===== config.mk =====
export PLATFORM = sky130hd
export DESIGN_NAME = cau_div_cell
export DESIGN_NICKNAME = d
export VERILOG_FILES = /design/src/rtl/complex_arithmetic_unit_core_defines.svh /design/src/rtl/cau_pkg.sv /design/src/rtl/cau_div_cell.sv
export SDC_FILE = /design/constraint.sdc
export NUM_CORES = 1
export LEC_CHECK = 0
export BUFFER_PORTS_ARGS = -buffer_cell sky130_fd_sc_hd__buf_2
export CAP_MARGIN = 15
export CORE_AREA = 5 5 312 314
export DETAILED_ROUTE_END_ITERATION = 8
export DIE_AREA = 0 0 317 319
export HOLD_SLACK_MARGIN = 0.03
export PLACE_DENSITY = 0.43
export SKIP_CTS_REPAIR_TIMING = 1
export SLEW_MARGIN = 20
export SYNTH_ARGS = -nofsm -noshare
export SYNTH_HDL_FRONTEND = slang
export SYNTH_SLANG_ARGS = --single-unit
export TNS_END_PERCENT = 1

===== constraint.sdc =====
create_clock -name clk -period 17.8 [get_ports clk]
set_input_delay 5.34 -clock clk [delete_from_list [all_inputs] [get_ports clk]]
set_output_delay 5.34 -clock clk [all_outputs]
set_load 0.1 [all_outputs]

===== src/rtl/complex_arithmetic_unit_core_defines.svh =====
// ----------------------------------------------------------------------------
// complex_arithmetic_unit_core_defines
// Assertion macros used by the complex arithmetic unit core.
// ----------------------------------------------------------------------------
`ifndef COMPLEX_ARITHMETIC_UNIT_CORE_DEFINES_SVH
`define COMPLEX_ARITHMETIC_UNIT_CORE_DEFINES_SVH

`ifndef SYNTHESIS
`define CAU_ASSERT_IMP(lbl, ante, cons) \
  lbl: assert property (@(posedge clk) disable iff (!rst_n) (ante) |-> (cons)) \
    else $error("cau: implication check failed");
`define CAU_ASSERT_NXT(lbl, ante, cons) \
  lbl: assert property (@(posedge clk) disable iff (!rst_n) (ante) |=> (cons)) \
    else $error("cau: next-cycle check failed");
`else
`define CAU_ASSERT_IMP(lbl, ante, cons)
`define CAU_ASSERT_NXT(lbl, ante, cons)
`endif

`endif


===== src/rtl/cau_pkg.sv =====
// ----------------------------------------------------------------------------
// cau_pkg
// Types, widths and helpers for the complex arithmetic unit.
// ----------------------------------------------------------------------------
`timescale 1ns / 1ps
package cau_pkg;

  localparam int WORD_BITS = 32;
  localparam int FRAC_BITS = 16;
  localparam int PW        = 2 * WORD_BITS + 2;  // product sums, signed
  localparam int RW        = 3 * WORD_BITS + 2;  // divider remainder
  localparam int QB        = WORD_BITS + 1;      // quotient bits = cells

  localparam logic [2:0] ACT_CONJ = 3'd0;
  localparam logic [2:0] ACT_ADD  = 3'd1;
  localparam logic [2:0] ACT_SUB  = 3'd2;
  localparam logic [2:0] ACT_MUL  = 3'd3;
  localparam logic [2:0] ACT_DIV  = 3'd4;

  localparam logic [1:0] ST_OK  = 2'd0;
  localparam logic [1:0] ST_DZ  = 2'd1;
  localparam logic [1:0] ST_SAT = 2'd2;

  localparam logic [WORD_BITS-1:0] WORD_MAX = {1'b0, {(WORD_BITS-1){1'b1}}};
  localparam logic [WORD_BITS-1:0] WORD_MIN = {1'b1, {(WORD_BITS-1){1'b0}}};

  typedef struct packed {
    logic [2:0]                  action;
    logic signed [WORD_BITS-1:0] a_re;
    logic signed [WORD_BITS-1:0] a_im;
    logic signed [WORD_BITS-1:0] b_re;
    logic signed [WORD_BITS-1:0] b_im;
  } in_t;

  typedef struct packed {
    logic signed [WORD_BITS-1:0] res_re;
    logic signed [WORD_BITS-1:0] res_im;
    logic [1:0]                  status;
  } out_t;

  typedef struct packed {
    in_t                           op;
    logic signed [2*WORD_BITS-1:0] p_rr;  // a_re*b_re
    logic signed [2*WORD_BITS-1:0] p_ii;  // a_im*b_im
    logic signed [2*WORD_BITS-1:0] p_ir;  // a_im*b_re
    logic signed [2*WORD_BITS-1:0] p_ri;  // a_re*b_im
    logic signed [2*WORD_BITS-1:0] p_bb;  // b_re*b_re
    logic signed [2*WORD_BITS-1:0] p_cc;  // b_im*b_im
  } prod_t;

  typedef struct packed {
    logic [2:0]                  action;
    logic                        dz;
    logic signed [WORD_BITS:0]   lin_re;
    logic signed [WORD_BITS:0]   lin_im;
    logic signed [2*WORD_BITS:0] mr;
    logic signed [2*WORD_BITS:0] mi;
    logic signed [2*WORD_BITS:0] nr;
    logic signed [2*WORD_BITS:0] ni;
    logic [2*WORD_BITS-1:0]      den;
  } sum_t;

  typedef struct packed {
    logic                   div;
    logic                   dz;
    logic [WORD_BITS-1:0]   pre_re;
    logic [WORD_BITS-1:0]   pre_im;
    logic                   pre_sat;
    logic                   neg_re;
    logic                   neg_im;
    logic                   ovf_re;
    logic                   ovf_im;
    logic [2*WORD_BITS-1:0] den;
    logic [RW-1:0]          rem_re;
    logic [RW-1:0]          rem_im;
    logic [QB-1:0]          q_re;
    logic [QB-1:0]          q_im;
  } cell_t;

  // {saturated, value}
  function automatic logic [WORD_BITS:0] sat_word(input logic signed [PW-1:0] v);
    logic [PW-WORD_BITS:0] hi;
    hi = v[PW-1:WORD_BITS-1];
    if (hi == '0 || hi == '1) begin
      return {1'b0, v[WORD_BITS-1:0]};
    end else if (v[PW-1]) begin
      return {1'b1, WORD_MIN};
    end else begin
      return {1'b1, WORD_MAX};
    end
  endfunction

  // quotient magnitude plus sign to saturated word: {saturated, value}
  function automatic logic [WORD_BITS:0] div_word(input logic [QB-1:0] q,
                                                  input logic neg, input logic ovf);
    logic big;
    if (neg) begin
      big = ovf | q[WORD_BITS] | (q[WORD_BITS-1] & (|q[WORD_BITS-2:0]));
      return big ? {1'b1, WORD_MIN} : {1'b0, -q[WORD_BITS-1:0]};
    end else begin
      big = ovf | q[WORD_BITS] | q[WORD_BITS-1];
      return big ? {1'b1, WORD_MAX} : {1'b0, q[WORD_BITS-1:0]};
    end
  endfunction

endpackage


===== src/rtl/cau_div_cell.sv =====
// ----------------------------------------------------------------------------
// cau_div_cell
// One restoring-division cell: settles quotient bit BIT of both parts.
// ----------------------------------------------------------------------------
`timescale 1ns / 1ps
module cau_div_cell #(
  parameter int BIT = 0
) (
  input  logic           clk,
  input  logic           rst_n,
  input  logic           vld_i,
  output logic           rdy_o,
  input  cau_pkg::cell_t data_i,
  output logic           vld_o,
  input  logic           rdy_i,
  output cau_pkg::cell_t data_o
);
  import cau_pkg::*;

  logic          vld_r;
  cell_t         data_r;
  cell_t         data_nxt;
  logic [RW-1:0] dsh;

  assign rdy_o = !vld_r || rdy_i;
  assign vld_o = vld_r;
  assign data_o = data_r;

  always_comb begin
    dsh      = RW'(data_i.den) << BIT;
    data_nxt = data_i;
    if (data_i.rem_re >= dsh) begin
      data_nxt.rem_re   = data_i.rem_re - dsh;
      data_nxt.q_re[BIT] = 1'b1;
    end
    if (data_i.rem_im >= dsh) begin
      data_nxt.rem_im   = data_i.rem_im - dsh;
      data_nxt.q_im[BIT] = 1'b1;
    end
  end

  always_ff @(posedge clk) begin
    if (!rst_n) begin
      vld_r <= 1'b0;
    end else if (rdy_o) begin
      vld_r <= vld_i;
    end
  end

  always_ff @(posedge clk) begin
    if (vld_i && rdy_o) begin
      data_r <= data_nxt;
    end
  end

endmodule


======== After elaboration in Yosys (flattened, before gate mapping) ========
Cells that the tools add are included.
cells by class
  mux-type cells .......................... 2
  shifts and indexed selects .............. 0
  bitwise logic cells ..................... 0
  order comparisons ....................... 2
  multipliers ............................. 0
  div/mod/pow operators ................... 0
  equal/unequal tests ..................... 0
  reduce and logical (&&, ||, !) cells .... 3
  add/subtract/negate cells ............... 2
operators by type and width
  kind                                          count
  greater-or-equal comparator 98 x 64 -> 1 bit  2
  2-to-1 mux 98 bit                             2
  subtractor 98 x 64 -> 98 bit                  2
  logical AND 1 bit                             1
  logical NOT 1 bit                             1
  logical OR 1 bit                              1
storage, ports and cells
  memories ................................ 0
  bits in read-only memories .............. 0
  bits in latches ......................... 0
  input bits .............................. 401
  register bits after elaboration ......... 398
  logic and storage cells ................. 26
  RAM bits ................................ 0

======== Longest topological paths before layout ========
Gate-level depths: netlist (run 1).
  depth in word-level cells ............... 3
  gate-level depth with buffers ........... 16

======== Worst setup path after synthesis (run 1) ========
Ideal clock, no wire load.
  kind .................................... input to register
  start ................................... in rdy_i
  end ..................................... reg data_r, in the netlist data_o[0] (enable)
  cell stages on the path ................. 2
  required time ........................... 16.992 ns
  arrival time ............................ 15.188 ns
  slack ................................... 1.804 ns
  path buffers ............................ 0
  cell sequence ........................... nand2b_1 and2_1
between the ends
  cells in the longest elaborated chain, start to end .. 2
ends and longest elaborated chain
  what                  RTL line            text
  from (decl)           cau_div_cell.sv:15  input logic rdy_i,
  logical OR 1 bit      cau_div_cell.sv:25  assign rdy_o = !vld_r || rdy_i;
  logical AND 1 bit     cau_div_cell.sv:51  if (vld_i && rdy_o) begin
  to (signal assigned)  cau_div_cell.sv:52  data_r <= data_nxt;
  to (decl)             cau_div_cell.sv:21  cell_t data_r;
Every way passes these cells.
A chain may end at the register's enable or synchronous reset.

======== Worst setup path after layout (run 1) ========
  start ................................... in rdy_i
  end ..................................... out rdy_o
between the ends
  cells in the longest elaborated chain, start to end .. 1
ends and longest elaborated chain
  what              RTL line            text
  logical OR 1 bit  cau_div_cell.sv:25
  to (decl)         cau_div_cell.sv:12  output logic rdy_o,
Every way passes these cells.

==> results of run 1 <==
-- worst paths after layout --
kind                                         start              endpoint  slack, ps  depth (start not counted)
worst max-delay path                         rdy_i                 rdy_o       6470                          3
worst min-delay path            vld_o$_SDFFE_PN0N_    vld_o$_SDFFE_PN0N_        560                          2
worst max register to register  vld_o$_SDFFE_PN0N_  data_o[55]$_DFFE_PP_      14900                          4
worst min register to register  vld_o$_SDFFE_PN0N_    vld_o$_SDFFE_PN0N_        560                          2
-- kinds of logic (layout without fill, tap and decap cells) --
logic type | after synthesis | after routing | synth area share [%]
simple gates | 729 | 729 | 14.9
compound gates | 634 | 634 | 16.3
flops | 398 | 398 | 51.0
buf+inv | 219 | 1019 | 3.61
xor+xnor | 189 | 189 | 7.07
fa+ha+maj | 130 | 130 | 7.01
mux | 4 | 4 | 0.192
other cells | 0 | 20 | 0
-- layout by cell type, fill, tap and decap left out, types with 36 or more instances in the layout --
| cell | n |
|---|---|
| sky130_fd_sc_hd__o21bai_1 | 37 |
| sky130_fd_sc_hd__a21oi_1 | 283 |
| sky130_fd_sc_hd__xnor2_1 | 111 |
| sky130_fd_sc_hd__edfxtp_1 | 397 |
| sky130_fd_sc_hd__nor2_1 | 238 |
| sky130_fd_sc_hd__inv_1 | 111 |
| sky130_fd_sc_hd__o21ai_0 | 121 |
| sky130_fd_sc_hd__a21o_1 | 58 |
| sky130_fd_sc_hd__clkbuf_16 | 51 |
| sky130_fd_sc_hd__buf_2 | 799 |
| sky130_fd_sc_hd__nand3_1 | 36 |
| sky130_fd_sc_hd__nand4_1 | 71 |
| sky130_fd_sc_hd__ha_1 | 128 |
| sky130_fd_sc_hd__nand2_1 | 179 |
| sky130_fd_sc_hd__xor2_1 | 78 |
| sky130_fd_sc_hd__nor3_1 | 57 |
-- Yosys cell counts (3+ instances only) --
library cell | instances | area [µm²]
sky130_fd_sc_hd__mux2_2 | 4 | 45.0
sky130_fd_sc_hd__nand4b_1 | 4 | 35.0
sky130_fd_sc_hd__o21bai_1 | 37 | 278
sky130_fd_sc_hd__nand3_1 | 36 | 180
sky130_fd_sc_hd__nor2_1 | 239 | 897
sky130_fd_sc_hd__o31ai_1 | 12 | 90.1
sky130_fd_sc_hd__o41ai_1 | 7 | 61.3
sky130_fd_sc_hd__a21oi_1 | 284 | 1420
sky130_fd_sc_hd__o21a_1 | 16 | 120
sky130_fd_sc_hd__o211ai_1 | 13 | 97.6
sky130_fd_sc_hd__and3_1 | 12 | 75.1
sky130_fd_sc_hd__o31a_1 | 6 | 52.6
sky130_fd_sc_hd__inv_1 | 111 | 417
sky130_fd_sc_hd__nor3b_1 | 3 | 22.5
sky130_fd_sc_hd__nand4_1 | 71 | 444
sky130_fd_sc_hd__or4_1 | 12 | 90.1
sky130_fd_sc_hd__and2_1 | 7 | 43.8
sky130_fd_sc_hd__a211oi_1 | 12 | 90.1
sky130_fd_sc_hd__a311oi_1 | 4 | 35.0
sky130_fd_sc_hd__a31oi_1 | 17 | 106
sky130_fd_sc_hd__buf_2 | 16 | 80.1
sky130_fd_sc_hd__clkbuf_1 | 85 | 319
sky130_fd_sc_hd__a21o_1 | 58 | 435
sky130_fd_sc_hd__a22oi_1 | 3 | 22.5
sky130_fd_sc_hd__nor4_1 | 29 | 181
sky130_fd_sc_hd__xor2_1 | 78 | 683
sky130_fd_sc_hd__a211o_1 | 4 | 35.0
sky130_fd_sc_hd__a21boi_0 | 10 | 75.1
sky130_fd_sc_hd__xnor2_1 | 111 | 972
sky130_fd_sc_hd__nand2b_1 | 21 | 131
sky130_fd_sc_hd__nand3b_1 | 5 | 37.5
sky130_fd_sc_hd__o21ba_2 | 3 | 30.0
sky130_fd_sc_hd__buf_1 | 6 | 22.5
sky130_fd_sc_hd__o2111ai_1 | 4 | 35.0
sky130_fd_sc_hd__nor2b_1 | 9 | 56.3
sky130_fd_sc_hd__and4_1 | 5 | 43.8
sky130_fd_sc_hd__edfxtp_1 | 397 | 11900
sky130_fd_sc_hd__or3_1 | 17 | 106
sky130_fd_sc_hd__or2_2 | 13 | 81.3
sky130_fd_sc_hd__nor3_1 | 57 | 285
sky130_fd_sc_hd__a2111oi_0 | 4 | 35.0
sky130_fd_sc_hd__ha_1 | 128 | 1600
sky130_fd_sc_hd__o21ai_0 | 121 | 606
sky130_fd_sc_hd__a221oi_1 | 5 | 43.8
sky130_fd_sc_hd__nand2_1 | 179 | 672
-- final cells by class --
class	count	area share, %
clock inverter	33	1.11
multi-input combinational	1686	35.1
timing repair buffer	814	13.6
sequential	398	39.2
inverter	111	1.37
antenna	20	0.164
clock buffer	61	4.32
tap	1265	5.20
-- layer usage --
layer  share of wire [%]  track usage [%]  wire length, µm
met1                  40             24.3            43300
met2                  50             35.5            53300
met3                 8.1             5.48             8730
met4                 2.0             4.47             2170
met5                0.15                0              157
-- registers in the layout (all words and copies together) (netlist names) --
| register | cells |
|---|---|
| data_o | 397 |
| vld_o | 1 |
-- stage by stage --
stage          setup WS, ps  util [%]  instances  cell area, µm²
2_1_floorplan          1800         -       2303           23400
3_3_place_gp           6470      30.5       4274           28700
3_5_place_dp           6480      30.5       4274           28700
4_1_cts                6470      32.2       4368           30400
5_1_grt                6430      32.2       4379           30400
6_report               6470      32.3       4388           30400
-- power by group --
part	internal, mW	switching [mW]
combinational	0.233	0.908
sequential	1.14	0.0257
clock	0.612	0.424
total	1.98	1.36
-- worst reg2reg max path: cells and delay by family, from the launching register on --
kind / cells / cell delay [ps]
buffers and inverters: 2 / 1640
and+or+nand+nor: 2 / 450
DFF: 1 / 310
==> results.md, run 1 <==
Drt:
- The number of vias in the routed layout is 21000.
- The number of design-rule violations left by the first detailed-router iteration is 1554.
- Dividing the detail-routed wire length by the instance count gives 24.6 µm.
- The post-detailed-route DRC marker count is 0.
- The aggregate routed wire length is 108000 µm.
- Dividing the detail-routed via count by the number of cells gives 4.79.
- The detailed-router iteration count before antenna repair is 7.
- The number of nets with antenna violations after detailed routing is 0.

Place:
- The global placement routability congestion is 0.894.
- Buffers placed on the I/O ports in this run total 799.
- Detailed placement ended at an HPWL of 89900 µm.

Power:
- Summing internal, switching and leakage power gives 3.34 mW.
- In this run the static leakage power is 12.5 nW.
- The worst-case vdd ir drop is 65.2 µV.
- In this run the power density over the cells is 110 nW/µm².

Floorplan:
- Row generation in the floorplan step produced 113 rows.
- In this run the vertical extent of the chip is 319 µm.
- The horizontal die dimension is 317 µm.
- For this configuration, the core starts out at a cell density of 24.8%.
- The count of boundary I/O pins is 800.
- The die covers 101000 µm².
- The area of the core is 94300 µm².

Setup path:
- The critical path is of the primary input to primary output type.
- The nature of the critical path startpoint is a primary input.
- The maximum fanout along the worst path is 3.
- The data arrival time of the critical path is 5990 ps.
- For this run, the slowest stage of the critical path takes 440 ps.
- The worst setup path is captured at a primary output.
- The most numerous cell type found on the critical path is sky130_fd_sc_hd__buf_2.
- Broken down by cell family, the worst path's largest delay share belongs to buffers and inverters.
- Counting both buffers and inverters, the worst setup path holds a total of 2.
- Among all stages on the critical path, the largest delay is contributed by sky130_fd_sc_hd__buf_2.
- The required time at the endpoint of the critical path is 12460 ps.
- Walking the worst path, the cells encountered are buf_2 -> nand2b_1 -> buf_2.

Clock tree:
- Clock-pin slew was measured on the worst setup and hold paths at 60 ps.
- The longest clock path from root to sink contains 3 buffers.
- CTS saw 398 sinks.
- TritonCTS built the clock tree.
- The H-tree was split into 2 levels.
- At the later pin of the worst-skew pair, clock insertion delay measures 630 ps.
- CTS placed an instance of sky130_fd_sc_hd__clkbuf_16 at the clock tree root.
- The number of clock buffers inserted by TritonCTS is 50.

Timing:
- Setup total negative slack on the finished layout was measured at 0 ps.
- The number of endpoints with negative hold slack in the final report was 0.
- Setup repair after global routing left no endpoint under its margin.
- The final setup violation count is 0.
- The worst pin sits at a relative slew slack of 30.4%.
- Between clock sinks in the finished design, the worst skew comes to 12.2 ps.
- The ratio of final minimum period to clock period is 63.7%.
- The clock period minus worst slack is 11330 ps.
- For the pin with the worst max-slew slack, the measured transition is 1040 ps.
- Derived from the worst setup path, the maximum achievable clock frequency is 88.2 MHz.
- The number of slew-limit violations in the final report is 0.
- The hold slack is 555 ps.

Yosys:
- The post-synthesis register bit count is 398.
- The netlist uses 66 different library cells.
- Synthesis produced a netlist with a net count of 2834.
- In the synthesized netlist the async set-or-reset flop fraction comes to 0%.
- After synthesis, flip-flops and latches occupy 51.0% of the total area.
- For this run, the number of Yosys warnings is 0.
- The most used flip-flop cell after synthesis is sky130_fd_sc_hd__edfxtp_1.
- The post-synthesis instance area is 23400 µm².
- In the synthesized netlist, the number of instances is 2303.
- A synthesized cell averages 10.2 µm².
- The count of flip-flops with a built-in enable after synthesis is 397.

Global routing:
- The overall global routing resource usage is 20.0%.
- The number of global-route vias before repair came to 20700.
- Summed over all layers, the global routing overflow is 0.
- The maximum number of pins on one net before global-route repair is 166.
- The initial antenna violation count is 41.
- The wire length of the first global-routing pass is 148000 µm.

Min path:
- The type of the tightest min-delay check is flip-flop to flip-flop.

Finish:
- The area overhead of the layout relative to synthesis is 29.9%.
- The layout cell share with drive strength beyond 1 is 29.6%.
- The sequential cells in the finished layout cover a total of 11900 µm².
- The total number of nets in the final design is 3592.
- The fill cell total of the finished layout is 9993.
- In the final layout, the multi-input gates occupy 10700 µm².

Run:
- The number of max-capacitance violations reported is 0.

Run status:
- The flow ran to the end, and the final reports show no timing, DRC or antenna violations.
Power figures use the tool's default switching activity.
==> run 2, diff against run 1 <==
--- a/config.mk
+++ b/config.mk
@@ -7,11 +7,11 @@
 export LEC_CHECK = 0
 export BUFFER_PORTS_ARGS = -buffer_cell sky130_fd_sc_hd__buf_2
 export CAP_MARGIN = 15
-export CORE_AREA = 5 5 312 314
+export CORE_AREA = 5 5 310 312
 export DETAILED_ROUTE_END_ITERATION = 8
-export DIE_AREA = 0 0 317 319
+export DIE_AREA = 0 0 315 317
 export HOLD_SLACK_MARGIN = 0.03
-export PLACE_DENSITY = 0.43
+export PLACE_DENSITY = 0.46
 export SKIP_CTS_REPAIR_TIMING = 1
 export SLEW_MARGIN = 20
 export SYNTH_ARGS = -nofsm -noshare
==> constraint.sdc (replaced) <==
create_clock -name clk -period 9.1 [get_ports clk]
set_input_delay 2.73 -clock clk [delete_from_list [all_inputs] [get_ports clk]]
set_output_delay 2.73 -clock clk [all_outputs]
set_load 0.1 [all_outputs]
==> run 2 against run 1 <==
First-iteration DRC count is 18% higher. Sequential share of layout area barely moved. Wire length fell by 1.5%. Utilization up 0.52 points. Critical path depth up 8. Largest power group unchanged. Cell count shrank 0.48%. Register-to-register slack got worse by 8000 ps. Clock-buffer cell count fell by 3. Clock skew grew 1.6 ps. Combinational power increased by 96%. Design area about the same. Clock power up 97%.
==> results.md, run 2 (same netlist as run 1, synthesis figures left out) <==
Finish:
- The post-route cell area is 30400 µm².
- Leaving out filler cells and counting taps, the final layout contains 4367.
- The total number of nets in the final design is 3591.
- In the layout the commonest cells are 799 x sky130_fd_sc_hd__buf_2, 397 x sky130_fd_sc_hd__edfxtp_1, 284 x sky130_fd_sc_hd__a21oi_1.
- The post-route netlist has 29.6% of its cells at a drive strength greater than 1.
- The area overhead of the layout relative to synthesis is 29.8%.
- The library cell used most frequently in the layout, excluding fill and tap cells, is sky130_fd_sc_hd__buf_2.
- The number of flip-flops in the largest register is 397.

Clock tree:
- The number of clock buffers inserted by TritonCTS is 51.
- CTS placed an instance of sky130_fd_sc_hd__clkbuf_16 at the clock tree root.
- The insertion delay of the later-clocked pin in the worst-skew pair is 620 ps.
- The sink count of the clock tree is 398.
- No sink is reached through more buffers than the 3 on the longest clock path.
- The CTS tree is done.
- The H-tree level count is 2.
- After clock tree synthesis, the clock-pin slew on the worst setup and hold paths is 60 ps.

Setup path:
- Data arrives at the worst endpoint at 6930 ps.
- The worst reg2reg path startpoint is vld_o$_SDFFE_PN0N_.
- The worst register-to-register path has a depth of 3.
- The required time at the endpoint of the critical path is 9430 ps.
- The kind of end point of the critical path is a flip-flop.
- The worst setup path is of the primary input to flip-flop kind.
- The worst setup path is launched from a primary input.
- The endpoint of the worst-slack reg-to-reg timing path is data_o[392]$_DFFE_PP_.
- The worst register-to-register path has a setup slack of 6900 ps.
- The maximum fanout along the worst path is 72.

Floorplan:
- The starting density of the core is 25.3%.
- The area of the core is 92800 µm².
- The initialized floorplan defines 112 standard-cell rows.
- The horizontal die dimension is 315 µm.
- The die is 317 µm tall.
- Pin placement for this block handled 800 I/O pins.
- The overall die area is 99900 µm².

Min path:
- The startpoint identified for the worst hold timing path is vld_o$_SDFFE_PN0N_.
- Counting instances, the worst hold path has a depth of 2.
- The path with the worst hold slack has its endpoint at vld_o$_SDFFE_PN0N_.
- The tightest min-delay check is of the flip-flop to flip-flop type.

Drt:
- The count of nets left with antenna violations once routing finished came out at 0.
- The via count normalized by instance count is 4.81.
- The routed length per instance is 24.3 µm.
- The number of vias in the routed layout is 21000.
- The detailed-router iteration count before antenna repair is 6.
- After the first detailed-routing iteration, the DRC count stood at 1832.
- Wires add up to 106000 µm.
- After detailed routing, the number of remaining DRC violations is 0.

Place:
- Routability-driven placement finished with a final weighted congestion of 0.923.
- The number of I/O port buffers is 799.
- The cell area reported after detailed placement is 28700 µm².
- The total placed cells including tap cells is 4261.
- Once detailed placement completed, the half-perimeter wirelength came to 88300 µm.

Timing:
- The clock period minus worst slack is 6590 ps.
- Setup violations remaining at the end of the flow were counted as 0.
- The hold slack is 529 ps.
- The sum of negative setup slack is 0 ps.
- For the pin with the worst max-slew slack, the measured transition is 1160 ps.
- The number of slew-limit violations in the final report came to 0.
- The ratio of final minimum period to clock period is 72.4%.
- Based on the critical path, the design can be clocked at up to 152 MHz.
- The number of endpoints with negative hold slack in the final report was 0.
- Setup repair after global routing left no endpoint under its margin.
- Across the routed clock network, the largest skew measured is 13.8 ps.
- Measured against its own limit, the worst slew margin works out to 22.8%.

Global routing:
- The first global-routing pass estimated 147000 µm of wire.
- The number of global-route vias before repair is 20900.
- The initial antenna violation count is 31.
- The remaining global-route overflow is 0.
- The maximum number of pins on one net before global-route repair is 145.
- Across every metal layer, demand over resource in global routing totals 20.0%.

Power:
- In this run the static leakage power is 12.5 nW.
- Power spread over the standard cell area amounts to 216 nW/µm².
- The worst-case vdd ir drop is 138 µV.

Run status:
- The run finished with clean final reports.

Run:
- The number of max-capacitance violations reported is 0.
[run 2: report_power, final]
part / switching, mW / leakage [nW] / internal (mW)
Clock: 0.872 / 0.800 / 1.18
Combinational: 1.78 / 7.89 / 0.456
Sequential: 0.0443 / 3.84 / 2.23
[run 2: critical path: stages]
cell	delay, ps
sky130_fd_sc_hd__buf_2	90
sky130_fd_sc_hd__inv_1	110
sky130_fd_sc_hd__ha_1	530
sky130_fd_sc_hd__nand4_1	160
sky130_fd_sc_hd__or3_1	480
sky130_fd_sc_hd__or2_2	380
sky130_fd_sc_hd__or4_1	630
sky130_fd_sc_hd__o21ai_1	440
sky130_fd_sc_hd__or2_4	470
sky130_fd_sc_hd__buf_4	640
sky130_fd_sc_hd__a21oi_1	150
[run 2: layer usage]
layer	global-route usage, %	part of all wire [%]
met3	6.09	8.6
met4	5.70	2.8
met5	0	0.13
met2	33.9	48
met1	24.6	41
[run 2: worst max-delay path by stage]
stage	startpoint	end	slack, ps	cells past startpoint
global route	data_i[324]	data_o[89]$_DFFE_PP_	2220	11
CTS	data_i[324]	data_o[143]$_DFFE_PP_	2470	12
global placement	data_i[324]	data_o[143]$_DFFE_PP_	1850	12
detailed placement	data_i[324]	data_o[159]$_DFFE_PP_	1790	12
floorplan	rdy_i	data_o[0]$_SDFFCE_PP1P_	110	2
finish	data_i[324]	data_o[72]$_DFFE_PP_	2510	11
[run 2: final cells by class]
| cell class | count | area [µm²] |
|---|---|---|
| sequential | 398 | 11900 |
| multi-input combinational | 1686 | 10700 |
| clock inverter | 38 | 365 |
| fill | 9802 | 62400 |
| inverter | 111 | 417 |
| tap | 1254 | 1570 |
| clock buffer | 58 | 1300 |
| antenna | 10 | 25.0 |
| timing repair buffer | 812 | 4130 |
[run 2: metrics by stage]
stage,worst slack [ps],util [%],total power [mW]
2_1_floorplan,110,-,4.01
3_3_place_gp,1850,31.0,4.56
3_5_place_dp,1790,31.0,4.55
4_1_cts,2470,32.8,6.65
5_1_grt,2220,32.8,6.83
6_report,2510,32.8,6.56
==> run 3, diff against run 2 <==
--- a/config.mk
+++ b/config.mk
@@ -5,13 +5,14 @@
 export SDC_FILE = /design/constraint.sdc
 export NUM_CORES = 1
 export LEC_CHECK = 0
+export ABC_AREA = 1
 export BUFFER_PORTS_ARGS = -buffer_cell sky130_fd_sc_hd__buf_2
 export CAP_MARGIN = 15
-export CORE_AREA = 5 5 310 312
+export CORE_AREA = 5 5 305 307
 export DETAILED_ROUTE_END_ITERATION = 8
-export DIE_AREA = 0 0 315 317
+export DIE_AREA = 0 0 310 312
 export HOLD_SLACK_MARGIN = 0.03
-export PLACE_DENSITY = 0.46
+export PLACE_DENSITY = 0.54
 export SKIP_CTS_REPAIR_TIMING = 1
 export SLEW_MARGIN = 20
 export SYNTH_ARGS = -nofsm -noshare
==> constraint.sdc (replaced) <==
create_clock -name clk -period 6.5 [get_ports clk]
set_input_delay 1.95 -clock clk [delete_from_list [all_inputs] [get_ports clk]]
set_output_delay 1.95 -clock clk [all_outputs]
set_load 0.1 [all_outputs]
==> run 3 against run 2 <==
Sequential power is 42% higher. Die area is 3.1% lower. Clock-buffer cell count is 1 higher. Synthesized area is 31% higher. Critical path depth is 7 higher. First-iteration DRC count is 84% higher. Highest routed layer unchanged.
==> results.md, run 3 <==
Global routing:
- The initial antenna violation count is 45.
- The overall global routing resource usage is 34.0%.
- The wire length of the first global-routing pass is 234000 µm.
- The maximum number of pins on one net before global-route repair is 132.
- Summed over all layers, the global routing overflow is 0.
- The number of global-route vias before repair is 31000.

Floorplan:
- The die covers 96700 µm².
- The count of boundary I/O pins is 800.
- The chip height is 312 µm.
- The area of the core is 89700 µm².
- After floorplanning, the core was divided into 110 placement rows.
- The initial utilization of the core area, before any placement, comes to 34.1%.
- The floorplan step set the die width to 310 µm.

Drt:
- Summed over all layers, the routed wires come to 172000 µm.
- After detailed routing, the number of vias per cell comes to 4.99.
- The first detailed-routing pass took 6 iterations.
- The first routing iteration left 3377 violations.
- The routed length per instance is 26.1 µm.
- The number of nets with antenna violations after detailed routing is 0.
- The number of vias in the routed layout is 32900.
- For this run, design rule violations remaining after detail routing come to 0.

Yosys:
- The share of the Yosys chip area taken by registers is 39.1%.
- By area the synthesized netlist is led by sky130_fd_sc_hd__edfxtp_1 39%, sky130_fd_sc_hd__nand2_1 23%, sky130_fd_sc_hd__inv_1 11%, sky130_fd_sc_hd__nor2_1 5.7%, sky130_fd_sc_hd__ha_1 5.2%.
- The xor and xnor fraction of the mapped netlist area is 2.58%.
- The average instance area after synthesis is 6.77 µm².
- The largest family of logic cells by synthesized area is simple AND/OR/NAND/NOR gates.
- The share of synthesized registers carrying an async set or reset is 0%.
- The post-synthesis share of cell area spent on and, or, nand and nor gates is 35.5%.
- The most common flop cell mapped by yosys is sky130_fd_sc_hd__edfxtp_1.
- The area fraction in compound gates after synthesis is 5.32%.
- Counting instances in the post-synthesis netlist gives the leading cell types as 1833 x sky130_fd_sc_hd__nand2_1, 874 x sky130_fd_sc_hd__inv_1, 463 x sky130_fd_sc_hd__nor2_1.
- The biggest area contributor in the post-synthesis netlist is sky130_fd_sc_hd__edfxtp_1.
- The count of flip-flops with a built-in enable after synthesis is 397.
- The post-synthesis instance area is 30600 µm².
- Counting every net in the synthesized netlist gives 5047.
- The adder-cell area share of the yosys netlist is 5.37%.
- Counting distinct cell types in the post-synthesis netlist gives 40.
- In this run the biggest area consumer among cell types represents 39.0% of the synthesized area.
- The cell count after synthesis is 4516.
- The fraction of synthesized area in multiplexers is 0%.
- The most frequent cell after synthesis is sky130_fd_sc_hd__nand2_1.
- The number of warnings issued by yosys is 0.
- Synthesis inferred 398 register bits.

Power:
- The ratio of total power to cell area is 260 nW/µm².
- Across the VDD grid, the largest voltage drop is 235 µV.
- For this design the static power due to leakage is 19.3 nW.

Finish:
- Cells fill 42.0% of the core in the end.
- Leaving out fill and tap cells, the most frequent cell in the layout is sky130_fd_sc_hd__nand2_1.
- The total number of nets in the final design is 5886.
- The register with the most flip-flops in the layout has 397 of them.
- After filler insertion, the fill cell instance count of the layout stands at 9819.
- In the layout the commonest cells are 1833 x sky130_fd_sc_hd__nand2_1, 872 x sky130_fd_sc_hd__inv_1, 799 x sky130_fd_sc_hd__buf_2.
- In the final layout, the share of cells above drive strength 1 is 19.0%.
- The post-route cell area is 37700 µm².
- The area overhead of the layout relative to synthesis is 23.2%.

Clock tree:
- At the later pin of the worst-skew pair, clock insertion delay measures 670 ps.
- No sink is reached through more buffers than the 3 on the longest clock path.
- The sink count of the clock tree is 398.
- The H-tree generated during clock tree synthesis spans 2 levels.
- Clock tree synthesis inserted a total of 49 buffers.
- TritonCTS built the clock tree.
- Clock-pin slew was measured on the worst setup and hold paths at 60 ps.
- Clock tree synthesis selected as its root buffer the cell sky130_fd_sc_hd__clkbuf_16.

Timing:
- For the final database, setup skew stands at 58.9 ps.
- The maximum operating frequency is 207 MHz.
- The final critical path takes up 74.2% of the cycle.
- The number of slew-limit violations in the final report is 0.
- The number of endpoints with negative hold slack in the final report is 0.
- Across all hold checks on the routed design, the worst slack comes to 545 ps.
- The clock period minus worst slack is 4820 ps.
- Setup repair after global routing left no endpoint under its margin.
- The final setup violation count is 0.
- Headroom to the max-slew limit came out at 41.9%.
- For the pin with the worst max-slew slack, the measured transition is 865 ps.

Setup path:
- The worst setup path is captured at a flip-flop.
- STA puts the critical path data arrival time at 5180 ps.
- In this run the worst path has a maximum fanout of 38.
- The critical path in this run is classified as primary input to flip-flop.
- The nature of the critical path startpoint is a primary input.
- The required time at the endpoint of the critical path is 6860 ps.

Min path:
- The type of the tightest min-delay check is flip-flop to flip-flop.

Place:
- The congestion estimate from routability-driven global placement came to 1.03.
- Detailed placement ended at an HPWL of 151000 µm.
- Summing all placed instances gives a cell area of 36000 µm².
- The number of I/O port buffers is 799.

Run status:
- The flow ran to the end, and the final reports show no timing, DRC or antenna violations.

Run:
- The number of max-capacitance violations reported is 0.
## run 3: cell count changes in the layout (fill, tap and decap cells not counted), moves of 28 or more
cell | previous run | this run
sky130_fd_sc_hd__a21oi_1 | 284 | 103
sky130_fd_sc_hd__nand2_1 | 179 | 1833
sky130_fd_sc_hd__nor2_1 | 238 | 463
sky130_fd_sc_hd__inv_1 | 111 | 872
sky130_fd_sc_hd__o21ai_0 | 121 | 23
sky130_fd_sc_hd__xor2_1 | 78 | 1
sky130_fd_sc_hd__a21o_1 | 58 | 0
sky130_fd_sc_hd__o21bai_1 | 37 | 7
sky130_fd_sc_hd__nand3_1 | 36 | 206
sky130_fd_sc_hd__o21ai_1 | 1 | 71
sky130_fd_sc_hd__o21ai_2 | 0 | 36
sky130_fd_sc_hd__a21oi_2 | 0 | 28
## run 3: cells by family (layout without fill, tap and decap cells)
group,Yosys count,after routing
adders and majority gates,130,130
buffers and inverters,932,1810
other,0,23
AOI/OAI and AO/OA,272,272
DFF,398,398
xor gates and xnor gates,90,90
and+or+nand+nor,2694,2694
## run 3: where the power goes
group	switching (mW)	internal [mW]	leakage [nW]
Clock	1.22	1.67	0.798
Sequential	0.112	3.11	3.84
Combinational	2.98	0.702	14.7
Total	4.31	5.49	19.3
## run 3: metal layers
layer / track usage (%) / vias up / part of all wire [%]
met5: 0 / - / 0.088
met4: 14.6 / 24 / 5.0
met3: 7.02 / 276 / 8.7
met2: 54.7 / 1406 / 45
met1: 44.5 / 15400 / 41
li1: - / 15700 / -
## run 3: area by class of cell
class,count,area (µm²),share of cell area (%)
Clock inverter,31,372,0.986
Sequential cell,398,11900,31.7
Inverter,898,3380,8.98
Multi-Input combinational cell,3186,14900,39.6
Timing Repair Buffer,822,4260,11.3
Tap cell,1176,1470,3.90
Antenna cell,23,57.6,0.153
Clock buffer,59,1260,3.35
## run 3: worst paths after layout
kind                                    startpoint                    end  slack, ps  cells past startpoint
worst max-delay path                   data_i[164]  data_o[192]$_DFFE_PP_       1680                     18
worst min-delay path            vld_o$_SDFFE_PN0N_     vld_o$_SDFFE_PN0N_        550                      2
worst max register to register  vld_o$_SDFFE_PN0N_  data_o[104]$_DFFE_PP_       4530                      2
worst min register to register  vld_o$_SDFFE_PN0N_     vld_o$_SDFFE_PN0N_        550                      2
## run 3: per-stage QoR
step | total power, mW | setup WS [ps] | TNS, ps | cells
floorplan | 5.80 | -2400 | -952500 | 4516
global placement | 6.91 | 1150 | 0 | 6480
detailed placement | 6.91 | 1130 | 0 | 6480
CTS | 9.82 | 1800 | 0 | 6570
global route | 10.1 | 1600 | 0 | 6576
finish | 9.79 | 1680 | 0 | 6593
## run 3: worst max-delay path, stage by stage
cell and delay (ps):
sky130_fd_sc_hd__buf_2 140, sky130_fd_sc_hd__inv_1 70, sky130_fd_sc_hd__ha_1 140, sky130_fd_sc_hd__inv_1 120, sky130_fd_sc_hd__fa_1 440, sky130_fd_sc_hd__nand3_1 130, sky130_fd_sc_hd__nor2_1 70, sky130_fd_sc_hd__nand2_1 70
sky130_fd_sc_hd__nand3_2 270, sky130_fd_sc_hd__nand2_1 140, sky130_fd_sc_hd__nand2_1 200, sky130_fd_sc_hd__nand2_1 140, sky130_fd_sc_hd__nand2_2 90, sky130_fd_sc_hd__nand2_2 190, sky130_fd_sc_hd__nand2_8 70, sky130_fd_sc_hd__inv_4 480
sky130_fd_sc_hd__buf_4 340, sky130_fd_sc_hd__o21ai_2 80
